--- src/qtoc_ram.sv ---
// qtoc_ram: generic single-write, single-read memory with registered read data.
// No dependencies; one instance holds the counts of one tree level.

module qtoc_ram #(
  parameter int DW = 16,
  parameter int AW = 1
) (
  input  logic          clk_i,
  input  logic          we_i,
  input  logic [AW-1:0] waddr_i,
  input  logic [DW-1:0] wdata_i,
  input  logic [AW-1:0] raddr_i,
  output logic [DW-1:0] rdata_o
);

  logic [DW-1:0] mem [0:(1 << AW)-1];
  logic [DW-1:0] rdata_q;

  always_ff @(posedge clk_i) begin
    if (we_i) begin
      mem[waddr_i] <= wdata_i;
    end
  end

  always_ff @(posedge clk_i) begin
    rdata_q <= mem[raddr_i];
  end

  assign rdata_o = rdata_q;

endmodule

--- config.mk ---
export PLATFORM = sky130hd
export DESIGN_NAME = qtoc_ram
export DESIGN_NICKNAME = d
export VERILOG_FILES = /design/src/qtoc_ram.sv
export SDC_FILE = /design/constraint.sdc
export NUM_CORES = 1
export LEC_CHECK = 0
export ABC_AREA = 1
export BUFFER_PORTS_ARGS = -buffer_cell sky130_fd_sc_hd__clkbuf_2
export CAP_MARGIN = 20
export CELL_PAD_IN_SITES_DETAIL_PLACEMENT = 1
export CELL_PAD_IN_SITES_GLOBAL_PLACEMENT = 2
export CORE_MARGIN = 2
export CORE_UTILIZATION = 35
export DETAILED_ROUTE_END_ITERATION = 10
export GPL_ROUTABILITY_DRIVEN = 0
export PLACE_DENSITY = 0.87
export SLEW_MARGIN = 20
export SYNTH_ARGS = -nofsm -noshare
export SYNTH_HDL_FRONTEND = slang
export SYNTH_SLANG_ARGS = --single-unit
--- constraint.sdc ---
create_clock -name clk_i -period 1.54 [get_ports clk_i]
set_input_delay 0.154 -clock clk_i [delete_from_list [all_inputs] [get_ports clk_i]]
set_output_delay 0.154 -clock clk_i [all_outputs]
set_load 0.05 [all_outputs]
# After elaboration in Yosys (flattened, before gate mapping)

Memories as Yosys holds them, arrays and structs flattened. A register that Yosys moved wholly into a read port is not among the register bits.
Index checks and enable logic that the tools add are counted.
W data, S select, Z words.

Mux-type cells: 2

Operators by type and width:

| operator | number |
|---|---|
| $mux W1  | 2 |

Flip-flop bits (word level): 0
Memory bits (writable): 32
Input bits: 20
Output and inout port bits: 16
Word-level logic and storage cells: 3
Memories: 1

Memories:

| name | words | bits a word | read ports | clocked after Yosys merged registers in | wr ports | RTL line | source |
|---|---|---|---|---|---|---|---|
| mem  | 2     | 16          | 1          | 1                                       | 1        | 16       | `logic [DW-1:0] mem [0:(1 << AW)-1];` |

# Longest topological paths before layout

Gate-level depths: netlist of run 1.

Depth in word-level cells: 2
Depth in mapped cells: 5

# Least setup slack after synthesis of run 1

Ideal clock, no wire load.

Path kind: input to register
From: input we_i
To: memory mem[0][0] (enable)
Setup time: 389 ps
Data arrival time: 876 ps
Required time: 1151 ps
Setup slack: 276 ps
Stages on the path: 2
Cell sequence: inv_1 -> nor2_1

Longest elaborated chain between the ends: 2

Ends and longest elaborated chain:

| item                          | RTL line | source |
|---|---|---|
| start: declaration            | 9        | `input logic we_i,` |
| $mux W1                       | 20       | `if (we_i) begin` |
| $mux W1 (not written as such) | 21       | `mem[waddr_i] <= wdata_i;` |
| end: declaration              | 16       |  |

Every way passes these cells.

# Worst setup path after layout of run 1

From: register rdata_q[14] (netlist: rdata_o[14]) (read register of mem)
To: output rdata_o[14]

RTL lines:

| item               | RTL line | source |
|---|---|---|
| start: declaration | 17       | `logic [DW-1:0] rdata_q;` |
| end: declaration   | 13       | `output logic [DW-1:0] rdata_o` |

No word-level cell between the ends.

==> results.yml, run 1 <==
run_status:
  status: "completed"
clocking:
  cts_tree: "done"
  post_cts_resized: 0
  cts_setup_buffers: 0
  cts_buffers: 5
  path_clk_slew_ns: 0.09
  ctsHoldBuffers: 0
  cts-root-buf: "clkbuf_8"
  clock_path_buffers: 2
  cts_sinks: 48
  cts-htree-levels: 2
  clock_latency_ns: 0.30
setup_path:
  cp-start-kind: "flip-flop"
  r2r_slack_ns: 0.90
  end_kind: "primary output"
  path_cells: "clkbuf_2"
  cp.required_ns: 1.39
  path_max_fanout: 1
  crit_family: "flip-flops"
  max_stage_delay_ns: 0.33
  ff2ff_path_depth: 2
  critical-path-slowest-cell: "dfxtp_1"
  critPathBufInv: 1
  critPathKind: "flip-flop to primary output"
  cp.depth: 1
  cp.arrival_ns: 0.90
route:
  drc: 0
  firstDrtPassIters: 2
  post_drt_via_cell_ratio: 4.256
  wl_um: 2604
  detail_route.wl_per_cell_um: 13.09
  highest_layer: "met4"
  dr_wl_met3_um: 153
  first_iter_violations: 25
  num_vias: 847
  wl_met1_um: 1068
  met2_length_um: 1342
  ant_nets: 0
yosys:
  synth-seq-cells: 48
  synthCells: 104
  netlist-cell-type-count: 9
  yosysSeqAreaShare_pct: 83.18
  avgSynthCellArea_um2: 14.81
  synth_area_mm2: 0.001540
  synth_nets: 124
  ys_warn_count: 0
floorplan:
  die_area_mm2: 0.004947
  core_area_mm2: 0.004294
  rows: 24
  die_x_um: 70.34
  initial_utilization_pct: 35.87
  top_level_ports: 36
  dieHeight_um: 70.34
flow_run:
  maxCapViolCount: 0
cells_and_area:
  drive_gt1_share_pct: 35.37
  fill_cells: 470
  stdcell_count: 199
  fin_nets: 166
  antennaDiodeCount: 0
  area_growth_pct: 21.12
timing:
  rsz0062_at_grt: "false"
  timing.final.crit_share_pct: 68.52
  fmax_mhz: 947.7
  fin_tns_setup_ns: 0
  post-route-min-period_ns: 1.055
  worstMarginPinSlew_ns: 0.4005
  final.setup_skew_ns: 0.005566
  whs_ns: 0.04264
  hold_viol: 0
  final-setup-viol-count: 0
  fin_ws_ns: 0.4848
  slew_headroom_pct: 73.30
  drv_slew: 0
pwr:
  power.density_mw_per_mm2: 1358
  power_mw: 2.533
  power.leakage_nw: 0.8159
  ir_drop_mv: 0.4401
global_route:
  overflow: 0
  antenna_found_initial: 0
  grt_pass1_wl_um: 4298
  grt_pass1_vias: 901
  grt_usage_pct: 11.97
  grt_max_degree: 18
worst_hold_path:
  hold_depth: 1
  hp-class: "input port to flip-flop"
placement:
  io_buffers: 35
  place_hpwl_um: 1847
  place_ws_ns: 0.5526
  dp_cells: 191
==> placed cells by master, fill, tap and decap left out <==
cell type / netlist / layout
nand2_1: 44 / 44
clkbuf_2: 0 / 35
edfxtp_1: 32 / 32
dfxtp_1: 16 / 16
clkbuf_8: 0 / 6
nand2_2: 5 / 5
inv_1: 2 / 2
clkinv_2: 0 / 2
buf_4: 0 / 2
inv_6: 1 / 1
nor2_1: 1 / 1
buf_12: 1 / 1
==> stage by stage <==
stage	instance area [µm²]	util (%)
after floorplan	1540	-
after global placement	1773	41.29
after detailed placement	1773	41.29
after CTS	1866	43.44
after global routing	1866	43.44
final	1866	43.44
==> synth_stat cells <==
master	n	share of area (%)
nand2_1	44	11
inv_6	1	0.57
edfxtp_1	32	62
dfxtp_1	16	21
nand2_2	5	2.0
inv_1	2	0.49
buf_6	2	1.5
buf_12	1	1.3
nor2_1	1	0.24
==> layer usage <==
layer | GRT usage [%] | vias to the layer above
met5 | 0 | -
met4 | 6.410 | 0
met3 | 4.906 | 5
met2 | 18.97 | 29
met1 | 13.76 | 390
li1 | - | 423
==> sequential cells by signal, summed over array words and instances, names as in the netlist <==
register / cells
rdata_o: 16
mem: 32
==> area by class of cell <==
| class | instances | area [µm²] | area share, % |
|---|---|---|---|
| clock inverter | 2 | 10.01 | 0.5366 |
| tap | 52 | 65.06 | 3.488 |
| sequential | 48 | 1281 | 68.68 |
| clock buffer | 6 | 82.58 | 4.427 |
| inverter | 3 | 16.27 | 0.8719 |
| timing repair buffer | 38 | 210.2 | 11.27 |
| multi-input combinational | 50 | 200.2 | 10.73 |
==> kinds of logic after synthesis <==
group,synth area share (%)
and+or+nand+nor,13.00
DFF,83.18
buffers and inverters,3.818
==> worst paths after layout <==
path	end	start
setup / recovery	rdata_o[14]	rdata_o[14]
hold / removal	mem[0][5]	wdata_i[5]
setup reg to reg	rdata_o[7]	mem[1][7]
hold reg to reg	rdata_o[14]	mem[0][14]
==> where the power goes <==
| part | switching, mW | total, mW | leakage, nW | internal [mW] |
|---|---|---|---|---|
| clock | 0.393 | 0.752 | 0.0510 | 0.358 |
| combinational | 0.213 | 0.282 | 0.330 | 0.0684 |
| sequential | 0.0258 | 1.50 | 0.435 | 1.47 |
| total | 0.632 | 2.53 | 0.816 | 1.90 |
Note: power is estimated with default switching activity, not from simulation.
==> run 2, diff against run 1 <==
- clock period: 1.54 -> 1 ns (I/O delays scaled with it)
==> results.yml, run 2 (synthesis gave the netlist of run 1 again) <==
setup_path:
  max_stage_delay_ns: 0.31
  r2r_slack_ns: 0.36
  critPathKind: "flip-flop to primary output"
  critical-path-slowest-cell: "dfxtp_1"
  path_max_fanout: 1
  cp-start-kind: "flip-flop"
  r2r_start: "mem[0][10]"
  end_kind: "primary output"
  crit_family: "flip-flops"
  cp.arrival_ns: 0.86
  ff2ff_path_depth: 2
  path_cells: "buf_2"
  r2r-end: "rdata_o[10]"
  cp.required_ns: 0.90
  critPathBufInv: 1
  cp.depth: 1
route:
  post_drt_via_cell_ratio: 4.313
  ant_nets: 0
  first_iter_violations: 56
  wl_um: 2713
  drc: 0
  firstDrtPassIters: 4
  num_vias: 936
  detail_route.wl_per_cell_um: 12.50
worst_hold_path:
  hp-class: "input port to flip-flop"
  holdPathEnd: "mem[0][10]"
  hold_start: "wdata_i[10]"
  hold_depth: 1
timing:
  fin_tns_setup_ns: 0
  fmax_mhz: 1039
  final-setup-viol-count: 0
  post-route-min-period_ns: 0.9624
  hold_viol: 0
  timing.final.crit_share_pct: 96.24
  worstMarginPinSlew_ns: 0.2530
  drv_slew: 0
  slew_headroom_pct: 83.25
  final.setup_skew_ns: 0.006421
  rsz0062_at_grt: "false"
cells_and_area:
  stdcell_count: 217
  fin_nets: 184
  fill_cells: 459
  drive_gt1_share_pct: 33.33
  top_register: "mem"
  largest_reg_flops: 32
  mostFrequentLayoutCells: "nand2_1 (44), edfxtp_1 (32), clkbuf_2 (19)"
  area_growth_pct: 33.79
  final_common_cell: "nand2_1"
  antennaDiodeCount: 0
placement:
  io_buffers: 35
  place_hpwl_um: 1961
  dp_cells: 194
floorplan:
  initial_utilization_pct: 35.87
  core_area_mm2: 0.004294
  die_x_um: 70.34
  rows: 24
  die_area_mm2: 0.004947
  dieHeight_um: 70.34
  top_level_ports: 36
pwr:
  power_mw: 4.156
  power.density_mw_per_mm2: 2017
  power.leakage_nw: 0.8961
  ir_drop_mv: 0.7124
global_route:
  grt_max_degree: 17
  grt_pass1_vias: 993
  overflow: 0
  grt_pass1_wl_um: 4712
  grt_usage_pct: 12.76
  antenna_found_initial: 0
clocking:
  cts_tree: "done"
  clock_latency_ns: 0.30
  path_clk_slew_ns: 0.08
  clock_path_buffers: 2
  cts_sinks: 48
  cts_buffers: 5
  cts-htree-levels: 2
  cts-root-buf: "clkbuf_8"
flow_run:
  maxCapViolCount: 0
run_status:
  status: "completed"
[run 2: changes by cell type in the layout (fill, tap and decap cells not counted), moves of 4 or more]
cell,previous run,this run
clkbuf_4,0,7
dlygate4sd3_1,0,15
buf_4,2,6
clkbuf_2,35,19
buf_2,0,9
[run 2: worst max-delay path by stage]
stage / start / endpoint
6_report: rdata_o[9] / rdata_o[9]
5_1_grt: rdata_o[15] / rdata_o[15]
4_1_cts: rdata_o[5] / rdata_o[5]
3_5_place_dp: we_i / mem[0][11]
3_3_place_gp: we_i / mem[0][10]
2_1_floorplan: we_i / mem[0][0]
[run 2: cell type report]
cell class                 count  area (µm²)  area share, %
sequential                    48        1281          62.17
tap                           52       65.06          3.157
inverter                       3       16.27         0.7893
timing repair buffer          56       387.9          18.82
multi-input combinational     50       202.7          9.836
clock inverter                 2       35.03          1.700
clock buffer                   6       72.57          3.522
[run 2: power by group]
group          switching, mW  internal, mW  leakage [nW]
clock                  0.607         0.742        0.0552
sequential            0.0368          2.27         0.435
combinational          0.342         0.160         0.406
total                  0.985          3.17         0.896
[run 2: through the flow]
step	area (µm²)	util [%]	hold WS, ns	worst slack (ns)
floorplan	1543	-	0.1989	0.05426
CTS	2051	47.76	0.01355	0.0004785
finish	2061	47.99	0.01677	0.03761
global placement	1785	41.58	0.2956	0.2061
detailed placement	1785	41.58	0.2969	0.1703
global route	2061	47.99	0.006080	0.0001451
[run 2: routing by layer]
| metal | wire length, µm | track usage [%] | share of wire, % | vias to the layer above |
|---|---|---|---|---|
| li1 | - | - | - | 461 |
| met1 | 1148 | 15.17 | 42 | 439 |
| met2 | 1328 | 20.65 | 49 | 30 |
| met3 | 188 | 5.051 | 6.9 | 6 |
| met4 | 46 | 5.128 | 1.7 | 0 |
| met5 | 0 | 0 | 0 | - |
[run 2: what timing repair did]
action	in CTS	in global routing
resized for setup	3	17
setup buffers	0	0
endpoints found under the hold margin	30	0
endpoints found under the setup margin	3	13
hold buffers	15	0
