===== src/qtoc_pkg.sv =====
// qtoc_pkg: sizes, codes, transaction types and helpers of the quadtree
// occupancy counter. No dependencies; imported by the cell, the top level and the checker.

package qtoc_pkg;

  // Tree and count sizing
  localparam int MAX_LEVELS   = 6;
  localparam int COUNT_BITS   = 16;
  localparam int TOTAL_NODES  = ((1 << (2 * MAX_LEVELS)) - 1) / 3;

  // Fixed field widths
  localparam int ACT_W        = 2;
  localparam int IDX_W        = 11;
  localparam int CFG_W        = 3;
  localparam int NODE_COUNT_W = 16;
  localparam int ERR_W        = 2;

  // Internal widths
  localparam int LVL_W = (MAX_LEVELS > 1) ? $clog2(MAX_LEVELS) : 1;
  localparam int OFF_W = (MAX_LEVELS > 1) ? 2 * (MAX_LEVELS - 1) : 1;

  localparam logic [CFG_W-1:0]      LEVELS_RESET = CFG_W'(6);
  localparam logic [COUNT_BITS-1:0] COUNT_MAX    = {COUNT_BITS{1'b1}};

  // Action codes; any other code reads
  localparam logic [ACT_W-1:0] ACT_ADD    = 2'd0;
  localparam logic [ACT_W-1:0] ACT_REMOVE = 2'd1;
  localparam logic [ACT_W-1:0] ACT_READ   = 2'd2;

  // Error codes
  localparam logic [ERR_W-1:0] ERR_OK    = 2'd0;
  localparam logic [ERR_W-1:0] ERR_RANGE = 2'd1;
  localparam logic [ERR_W-1:0] ERR_EMPTY = 2'd2;

  typedef struct packed {
    logic [ACT_W-1:0] action;
    logic [IDX_W-1:0] node_index;
  } in_item_t;

  typedef struct packed {
    logic [NODE_COUNT_W-1:0] node_count;
    logic [ERR_W-1:0]        error_code;
  } out_item_t;

  // Token handed from cell to cell, deepest level first
  typedef struct packed {
    logic                    valid;
    logic [ACT_W-1:0]        action;
    logic                    first;   // named node not yet visited
    logic [LVL_W-1:0]        skip;    // cells to pass before the named level
    logic [OFF_W-1:0]        offset;  // position within the current level
    logic [ERR_W-1:0]        err;
    logic [NODE_COUNT_W-1:0] count;
  } tok_t;

  // Write request of one cell to its level memory
  typedef struct packed {
    logic                  we;
    logic [OFF_W-1:0]      addr;
    logic [COUNT_BITS-1:0] data;
  } ram_wr_t;

  // Clamp a count to the width of the result field
  function automatic logic [NODE_COUNT_W-1:0] clamp_count(input logic [COUNT_BITS-1:0] c);
    logic [NODE_COUNT_W-1:0] r;
    if (COUNT_BITS > NODE_COUNT_W) begin
      if (c > COUNT_BITS'({NODE_COUNT_W{1'b1}})) r = {NODE_COUNT_W{1'b1}};
      else r = NODE_COUNT_W'(c);
    end else begin
      r = NODE_COUNT_W'(c);
    end
    return r;
  endfunction

endpackage


===== src/qtoc_cell.sv =====
// qtoc_cell: one level of the counter chain. Holds the token for its level,
// updates that level's count and passes the token on. Depends on qtoc_pkg.

module qtoc_cell
  import qtoc_pkg::*;
(
  input  logic                  clk_i,
  input  logic                  rst_ni,
  input  tok_t                  tok_i,
  input  logic [COUNT_BITS-1:0] rdata_i,
  output logic [OFF_W-1:0]      raddr_o,
  output tok_t                  tok_o,
  output ram_wr_t               wr_o
);

  tok_t                  tok_q;
  logic [COUNT_BITS-1:0] new_cnt;

  // Read is issued as the token arrives, data is ready while the token sits here
  assign raddr_o = tok_i.offset;

  always_ff @(posedge clk_i or negedge rst_ni) begin
    if (!rst_ni) begin
      tok_q <= '0;
    end else begin
      tok_q <= tok_i;
    end
  end

  // Read-modify-write of this level's count; skipping and errored tokens pass without a write
  always_comb begin
    tok_o   = tok_q;
    new_cnt = rdata_i;
    wr_o.we   = 1'b0;
    wr_o.addr = tok_q.offset;
    wr_o.data = rdata_i;
    if (tok_q.valid && (tok_q.skip != '0)) begin
      tok_o.skip = tok_q.skip - LVL_W'(1);
    end else if (tok_q.valid) begin
      tok_o.offset = tok_q.offset >> 2;
      if (tok_q.err == ERR_OK) begin
        if (tok_q.first && (tok_q.action == ACT_REMOVE) && (rdata_i == '0)) begin
          tok_o.err   = ERR_EMPTY;
          tok_o.count = '0;
          tok_o.first = 1'b0;
        end else begin
          if (tok_q.action == ACT_ADD) begin
            new_cnt = (rdata_i == COUNT_MAX) ? rdata_i : rdata_i + COUNT_BITS'(1);
            wr_o.we = 1'b1;
          end else if (tok_q.action == ACT_REMOVE) begin
            new_cnt = (rdata_i == '0) ? rdata_i : rdata_i - COUNT_BITS'(1);
            wr_o.we = 1'b1;
          end
          wr_o.data = new_cnt;
          if (tok_q.first) begin
            tok_o.count = clamp_count(new_cnt);
            tok_o.first = 1'b0;
          end
        end
      end
    end
  end

endmodule


===== config.mk =====
export PLATFORM = sky130hd
export DESIGN_NAME = qtoc_cell
export DESIGN_NICKNAME = d
export VERILOG_FILES = /design/src/qtoc_pkg.sv /design/src/qtoc_cell.sv
export SDC_FILE = /design/constraint.sdc
export NUM_CORES = 1
export LEC_CHECK = 0
export BUFFER_PORTS_ARGS = -buffer_cell sky130_fd_sc_hd__buf_2
export CELL_PAD_IN_SITES_DETAIL_PLACEMENT = 0
export CELL_PAD_IN_SITES_GLOBAL_PLACEMENT = 2
export CORE_MARGIN = 4
export CORE_UTILIZATION = 27
export CTS_CLUSTER_DIAMETER = 100
export DETAILED_ROUTE_END_ITERATION = 16
export PLACE_DENSITY = 0.88
export SYNTH_ARGS = -nofsm -noshare
export SYNTH_HDL_FRONTEND = slang
export SYNTH_SLANG_ARGS = --single-unit

===== constraint.sdc =====
create_clock -name clk_i -period 3.2 [get_ports clk_i]
set_clock_uncertainty 0.2 [all_clocks]
set_input_delay 0.32 -clock clk_i [delete_from_list [all_inputs] [get_ports clk_i]]
set_output_delay 0.32 -clock clk_i [all_outputs]
set_load 0.01 [all_outputs]

# Word-level counts from Yosys, hierarchy flattened
# Cells that the tools add are included.
totals:
  elab_cells: 43
  n_memories: 0
  output_inout_bits: 72
  rom_bits: 0
  inputBits: 53
  ramBits: 0
  latch_bits: 0
  register_bits: 35
classes:
  reduce_logical: 7
  n_mux: 24
  bitwise_logic: 0
  n_lt_le_gt_ge: 0
  n_mul: 0
  eq_ne: 2
  shifts: 0
  div: 0
  addsub: 3
op_table:
  columns: ["operator", "n"]
  rows:
  - ["$mux W16", 10]
  - ["$mux W28", 2]
  - ["$mux W18", 1]
  - ["$add A16 B1 Y16 const B", 1]
  - ["$eq A16 B16 Y1 const B", 1]
  - ["$logic_not A16 Y1", 1]
  - ["$sub A16 B1 Y16 const B", 1]
  - ["$mux W1", 9]
  - ["$logic_not A2 Y1", 2]
  - ["$logic_and A1 B1 Y1", 3]
  - ["$mux W3", 1]
  - ["$reduce_bool A3 Y1", 1]
  - ["$sub A3 B1 Y3 const B", 1]
  - ["$eq A2 B1 Y1 const B", 1]
  - ["$mux W2", 1]

# Longest topological paths before layout
# Gate-level depths: netlist of run 1.
logic_depth:
  word_depth: 9
  mapped_depth: 9
  mapped_depth_nobuf: 8

# Worst setup path before layout of run 1
# No wires, ideal clock.
synth_path:
  path_kind: "register -> output"
  startpoint: "register tok_q[28] in the netlist's numbering"
  endpoint: "output tok_o[7] in the netlist's numbering"
  path_slack_ns: 0.641
  path_stages_with_launch: 9
  arrival_ns: 2.039
  required_time_ns: 2.680
  cell_sequence: "dfrtp_1 -> inv_1 -> ha_1 -> ha_1 -> nor4bb_1 -> nand2_1 -> a31oi_1 -> nand2_1 -> o211ai_1"
synth_lines:
  columns: ["element", "line_no", "rtl"]
  rows:
  - ["start: declaration", "qtoc_cell.sv:16", "tok_t tok_q;"]
  - ["start signal: assignment", "qtoc_cell.sv:26", "tok_q <= tok_i;"]
  - ["end: declaration", "qtoc_cell.sv:12", "output tok_t tok_o,"]

==> results of run 1 <==
-- per-stage QoR --
step	TNS [ns]	power [mW]	hold slack (ns)	area, µm²	worst slack, ns
after floorplan	0	0.647	-0.176	2780	0.641
after global placement	0	0.744	0.227	3310	0.197
after detailed placement	0	0.748	0.229	3310	0.130
after CTS	0	1.14	0.434	3770	0.00778
after global routing	-0.0753	1.19	0.442	3790	-0.0310
final	0	1.11	0.449	3790	0.151
-- layout make-up --
cell class                      count  share of cell area [%]
Sequential cell                    35                    23.1
Clock buffer                        5                    1.82
Timing Repair Buffer              164                    26.7
Clock inverter                      3                   0.627
Tap cell                          133                    4.39
Inverter                           10                   0.991
Multi-Input combinational cell    219                    42.4
-- flip-flops by register name, summed over array words and instances, names as in the netlist --
name / count
tok_o: 3
wr_o: 10
tok_q: 22
-- power breakdown --
group	total, mW	internal [mW]	switching (mW)
registers	0.479	0.464	0.0152
clock network	0.344	0.156	0.188
logic	0.291	0.134	0.157
total	1.11	0.754	0.360
-- critical path, delay by kind of cell, from the launching register on --
kind / cells / cell delay, ns
buffers and inverters: 2 / 0.22
adder cells (fa/ha/maj): 2 / 0.30
AO/OA/AOI/OAI: 3 / 0.78
flip-flops: 1 / 0.39
AND/OR/NAND/NOR: 2 / 0.53
-- repair_timing --
item	4_1_cts	5_1_grt
gates cloned	0	0
hold buffers	36	0
pin swaps	0	0
hold endpoints to repair	70	0
gates resized for setup	1	4
setup endpoints to repair	4	12
-- metal layers --
| layer | part of all wire [%] | up-vias | wire length (µm) | track usage [%] |
|---|---|---|---|---|
| met5 | 0 | - | 0 | 0 |
| met4 | 1.0 | 0 | 93 | 4.01 |
| met3 | 8.0 | 6 | 736 | 3.99 |
| li1 | - | 1381 | - | - |
| met2 | 47 | 128 | 4300 | 26.4 |
| met1 | 44 | 1362 | 4100 | 20.1 |
-- cells in the mapped netlist (3+ instances only) --
cell | instances | area (µm²)
clkbuf_1 | 11 | 41.3
buf_2 | 10 | 50.1
o31ai_1 | 9 | 67.6
xnor2_1 | 9 | 78.8
xor2_1 | 6 | 52.6
inv_1 | 10 | 37.5
nand2_1 | 24 | 90.1
dfrtp_1 | 35 | 876
nor4_1 | 7 | 43.8
or3_1 | 7 | 43.8
buf_4 | 26 | 195
ha_1 | 5 | 62.6
o21ai_0 | 18 | 90.1
nand4_1 | 4 | 25.0
mux2_2 | 8 | 90.1
o21a_1 | 6 | 45.0
nor3_1 | 12 | 60.1
and2_1 | 4 | 25.0
a32o_1 | 4 | 40.0
o31a_1 | 3 | 26.3
a211oi_1 | 3 | 22.5
and4_1 | 7 | 61.3
or4_1 | 3 | 22.5
and3_1 | 3 | 18.8
o2111ai_1 | 3 | 26.3
a21oi_1 | 8 | 40.0
nand3_1 | 12 | 60.1
nor4_4 | 3 | 63.8
nor2_1 | 9 | 33.8
-- path summary, 6_finish.rpt --
path                            from  slack [ns]  depth (start not counted)   endpoint
max in group asynchronous     rst_ni        1.83                          2  tok_q[10]
min                           rst_ni        0.45                          2   tok_q[7]
max                        tok_q[28]        0.15                          9   tok_o[7]
min in group clk_i         tok_i[30]        0.45                          2  tok_q[30]
-- cells by family (layout without fill, tap and decap cells) --
group	count (synthesis)	after routing	share of synthesized area [%]
flops	35	35	31.5
fa+ha+maj	5	5	2.25
buf+inv	58	182	11.8
mux	8	8	3.24
simple gates	116	116	27.3
xor+xnor	15	15	4.72
compound gates	75	75	19.2
==> flow_summary.yaml, run 1 <==
status:
  status: "finished clean"
place:
  gp_congestion: 0.868
  io_buffers: 124
  hpwl_mm: 6.99
  post-place-cells: 525
cts:
  clk_pin_slew_ns: 0.08
  cts_root_buffer: "clkbuf_8"
  cts_setup_buffers: 0
  cts_tree: "done"
  htree_levels: 2
  cts_buffers: 5
  cts_max_path_buffers: 2
  cts.sinks: 35
sta:
  tightest_slew_ns: 0.816
  period_share_pct: 95.3
  slew_headroom_pct: 45.6
  setup_viol: 0
  final_max_slew_viol_count: 0
  finalHoldViolCount: 0
  period_minus_slack_ns: 3.05
  rsz0062_at_grt: "true"
  max_freq_mhz: 328
final_layout:
  drive_gt1_share_pct: 37.2
  layout_common_cells: "buf_2, dlygate4sd3_1, dfrtp_1, nand2_1, o21ai_0"
  multi_input_area_mm2: 0.00161
  fin_nets: 493
  antenna_cells: 0
  finalCoreUtilization_pct: 38.2
  area_growth_pct: 36.1
  stdcell_count: 569
  regArea_um2: 876
  final_common_cell: "buf_2"
  num-fill-cells: 1055
drt:
  wire_per_inst_um: 16.2
  first_pass_iters: 4
  ant_nets: 0
  drc_errors: 0
  wirelength_mm: 9.23
  num_vias: 2877
  drtIter0Drc: 118
  vias_per_cell: 5.06
synthesis:
  ys_seq_area_share_pct: 31.5
  synth_ff_type: "dfrtp_1"
  synth_edf_count: 0
  synth_fp_nets: 370
  syn_area_mm2: 0.00278
  synth.avg_cell_area_um2: 8.92
  syn_inst: 312
  ys_ff_latch: 35
  yosys_warnings: 0
  ys_async_sr_fraction_pct: 100
  synth_cell_types: 61
floorplan:
  core_area_mm2: 0.00991
  ios: 125
  die-width_um: 110
  initial_utilization_pct: 28.1
  dieHeight_um: 110
  fp-row-count: 36
  die_area_mm2: 0.0120
power_and_ir_drop:
  peakVddDrop_mv: 0.246
  p_per_area_mw_per_mm2: 294
  p_leak_nw: 1.65
worst_setup_path:
  crit_path_start_kind: "register"
  worstPathCellList: "inv_1, ha_1, ha_1, nor4bb_1, nand2_1, a31oi_2, o2111ai_1, o211ai_1, buf_2"
  cpPeakStageDelay_ns: 0.45
  worstPathRequired_ns: 2.68
  cpMostUsedCell: "ha_1"
  crit_type: "reg2out"
  crit_path_max_fanout: 7
  cp_data_arrival_time_ns: 2.53
  end_kind: "output pin"
  cp_slowest_cell: "a31oi_2"
grt:
  grt_max_degree: 36
  grt_pass1_wl_mm: 14.8
  grt_overflow: 0
  grt_antenna_before_repair: 0
  grt_pass1_vias: 3024
  grt_usage_pct: 15.7
worst_hold_path:
  hold_path.class: "in2async"
job:
  drv_cap: 0
No activity file was read; power rests on OpenSTA's default activity.
==> inputs of run 2 (changes only) <==
--- a/config.mk
+++ b/config.mk
@@ -9,10 +9,10 @@
 export CELL_PAD_IN_SITES_DETAIL_PLACEMENT = 0
 export CELL_PAD_IN_SITES_GLOBAL_PLACEMENT = 2
 export CORE_MARGIN = 4
-export CORE_UTILIZATION = 27
+export CORE_UTILIZATION = 29
 export CTS_CLUSTER_DIAMETER = 100
 export DETAILED_ROUTE_END_ITERATION = 16
-export PLACE_DENSITY = 0.88
+export PLACE_DENSITY = 0.93
 export SYNTH_ARGS = -nofsm -noshare
 export SYNTH_HDL_FRONTEND = slang
 export SYNTH_SLANG_ARGS = --single-unit
==> constraint.sdc (replaced) <==
create_clock -name clk_i -period 3.75 [get_ports clk_i]
set_clock_uncertainty 0.2 [all_clocks]
set_input_delay 0.375 -clock clk_i [delete_from_list [all_inputs] [get_ports clk_i]]
set_output_delay 0.375 -clock clk_i [all_outputs]
set_load 0.01 [all_outputs]
==> flow_summary.yaml, run 2 (synthesis results as in run 1) <==
sta:
  max_freq_mhz: 296
  tightest_slew_ns: 0.879
  period_share_pct: 90.0
  finalHoldViolCount: 35
  rsz0062_at_grt: "false"
  finalSetupTns_ns: 0
  period_minus_slack_ns: 3.38
  hold_ws_ns: -0.0327
  setup_viol: 0
  final_max_slew_viol_count: 0
  slew_headroom_pct: 41.1
drt:
  drtIter0Drc: 187
  wirelength_mm: 9.11
  num_vias: 2822
  wire_per_inst_um: 16.3
  vias_per_cell: 5.04
  ant_nets: 0
  first_pass_iters: 4
  drc_errors: 0
cts:
  htree_levels: 2
  clk_pin_slew_ns: 0.08
  cts_max_path_buffers: 2
  cts_root_buffer: "clkbuf_8"
  cts.sinks: 35
  cts_tree: "done"
  cts_buffers: 5
grt:
  grt_max_degree: 36
  grt_overflow: 0
  grt_pass1_vias: 2999
  use_met1_pct: 20.8
  grt_pass1_wl_mm: 15.2
  met2_usage_pct: 28.2
  use_met3_pct: 4.37
  grt-busiest-layer: "met2"
  grt_usage_pct: 16.6
  grt_antenna_before_repair: 0
floorplan:
  die_area_mm2: 0.0112
  fp-row-count: 35
  core_area_mm2: 0.00928
  ios: 125
  initial_utilization_pct: 30.0
  die-width_um: 106
  dieHeight_um: 106
final_layout:
  num-fill-cells: 982
  final_common_cell: "buf_2"
  antenna_cells: 0
  area_growth_pct: 33.1
  drive_gt1_share_pct: 36.0
  largest_reg_flops: 22
  largest_register: "tok_q"
  stdcell_count: 560
  fin_nets: 488
  layout_common_cells: "buf_2, dfrtp_1, dlygate4sd3_1, nand2_1, o21ai_0"
worst_setup_path:
  crit_buf_inv: 2
  cpLargestDelayFamily: "compound AO/OA/AOI/OAI gates"
  cp_data_arrival_time_ns: 2.80
  crit_path_start_kind: "register"
  crit_type: "reg2out"
  worstPathCellList: "inv_1, ha_1, ha_1, nor4bb_1, nand2_1, a31oi_1, o2111ai_1, o211ai_1, buf_2"
  cpPeakStageDelay_ns: 0.67
  worstPathRequired_ns: 3.17
  end_kind: "output pin"
  cp_slowest_cell: "a31oi_1"
  crit_path_max_fanout: 7
  cpMostUsedCell: "ha_1"
place:
  hpwl_mm: 6.98
  post-place-cells: 519
  gp_congestion: 0.866
  io_buffers: 124
power_and_ir_drop:
  p_per_area_mw_per_mm2: 251
  clock_power_share_pct: 29.6
  combinationalPowerShare_pct: 26.4
  switching_share_pct: 31.4
  p_sw_mw: 0.293
  p_int_mw: 0.638
  seqPwrFrac_pct: 44.0
  p_leak_nw: 1.63
  peakVddDrop_mv: 0.173
job:
  drv_cap: 0
status:
  failed_checks: "hold timing"
  status: "finished with violations"
worst_hold_path:
  hold_path.class: "in2async"
## run 2: cell types whose count changed in the layout (fill, tap and decap cells not counted), sizes merged
cell and delta:
clkbuf +1, dlygate4sd3 -3, buf -2, inv -1, clkinv +1, clkinvlp -1
## run 2: metrics by stage
step	hold WS [ns]	worst slack (ns)	total power, mW	instance area [µm²]	utilization, %
2_1_floorplan	-0.121	1.14	0.552	2780	-
3_3_place_gp	0.283	0.653	0.635	3290	35.4
3_5_place_dp	0.284	0.633	0.638	3290	35.4
4_1_cts	0.0000505	0.328	0.946	3700	39.9
5_1_grt	0.00431	0.0826	0.988	3700	39.9
6_report	-0.0327	0.375	0.931	3700	39.9
## run 2: per-layer routing
metal	share of wire [%]	routed length [µm]
met1	43	3870
met2	48	4330
met3	8.6	787
met4	1.3	117
met5	0	0
## run 2: cell type report
type                    count  area [µm²]  share of cell area, %
flip-flops and latches     35         876                   23.6
well taps                 129         161                   4.36
multi-input cells         219        1580                   42.6
clock buffers               6        72.6                   1.96
clock inverters             2        12.5                  0.338
repair buffers            159         966                   26.1
inverters                  10        37.5                   1.01
## run 2: power by group through the flow
stage / combinational, mW / clock, mW / sequential (mW)
after floorplan: 0.142 / 0 / 0.410
after global placement: 0.218 / 0 / 0.417
after detailed placement: 0.221 / 0 / 0.417
after CTS: 0.248 / 0.288 / 0.410
after global routing: 0.273 / 0.302 / 0.413
final: 0.246 / 0.275 / 0.410
## run 2: how the worst max path moves through the flow
stage	from	depth (start not counted)	slack, ns	to
2_1_floorplan	tok_q[28]	8	1.14	tok_o[7]
3_3_place_gp	rdata_i[0]	9	0.65	tok_o[7]
3_5_place_dp	rdata_i[0]	9	0.63	tok_o[7]
4_1_cts	tok_q[28]	9	0.33	tok_o[7]
5_1_grt	tok_q[28]	9	0.08	tok_o[7]
6_report	tok_q[28]	9	0.37	tok_o[7]
## run 2: timing repair
action                                 CTS  global route
hold buffers                            33             0
setup buffers                            0             0
resized for setup                        0             0
endpoints found under the hold margin   33             0
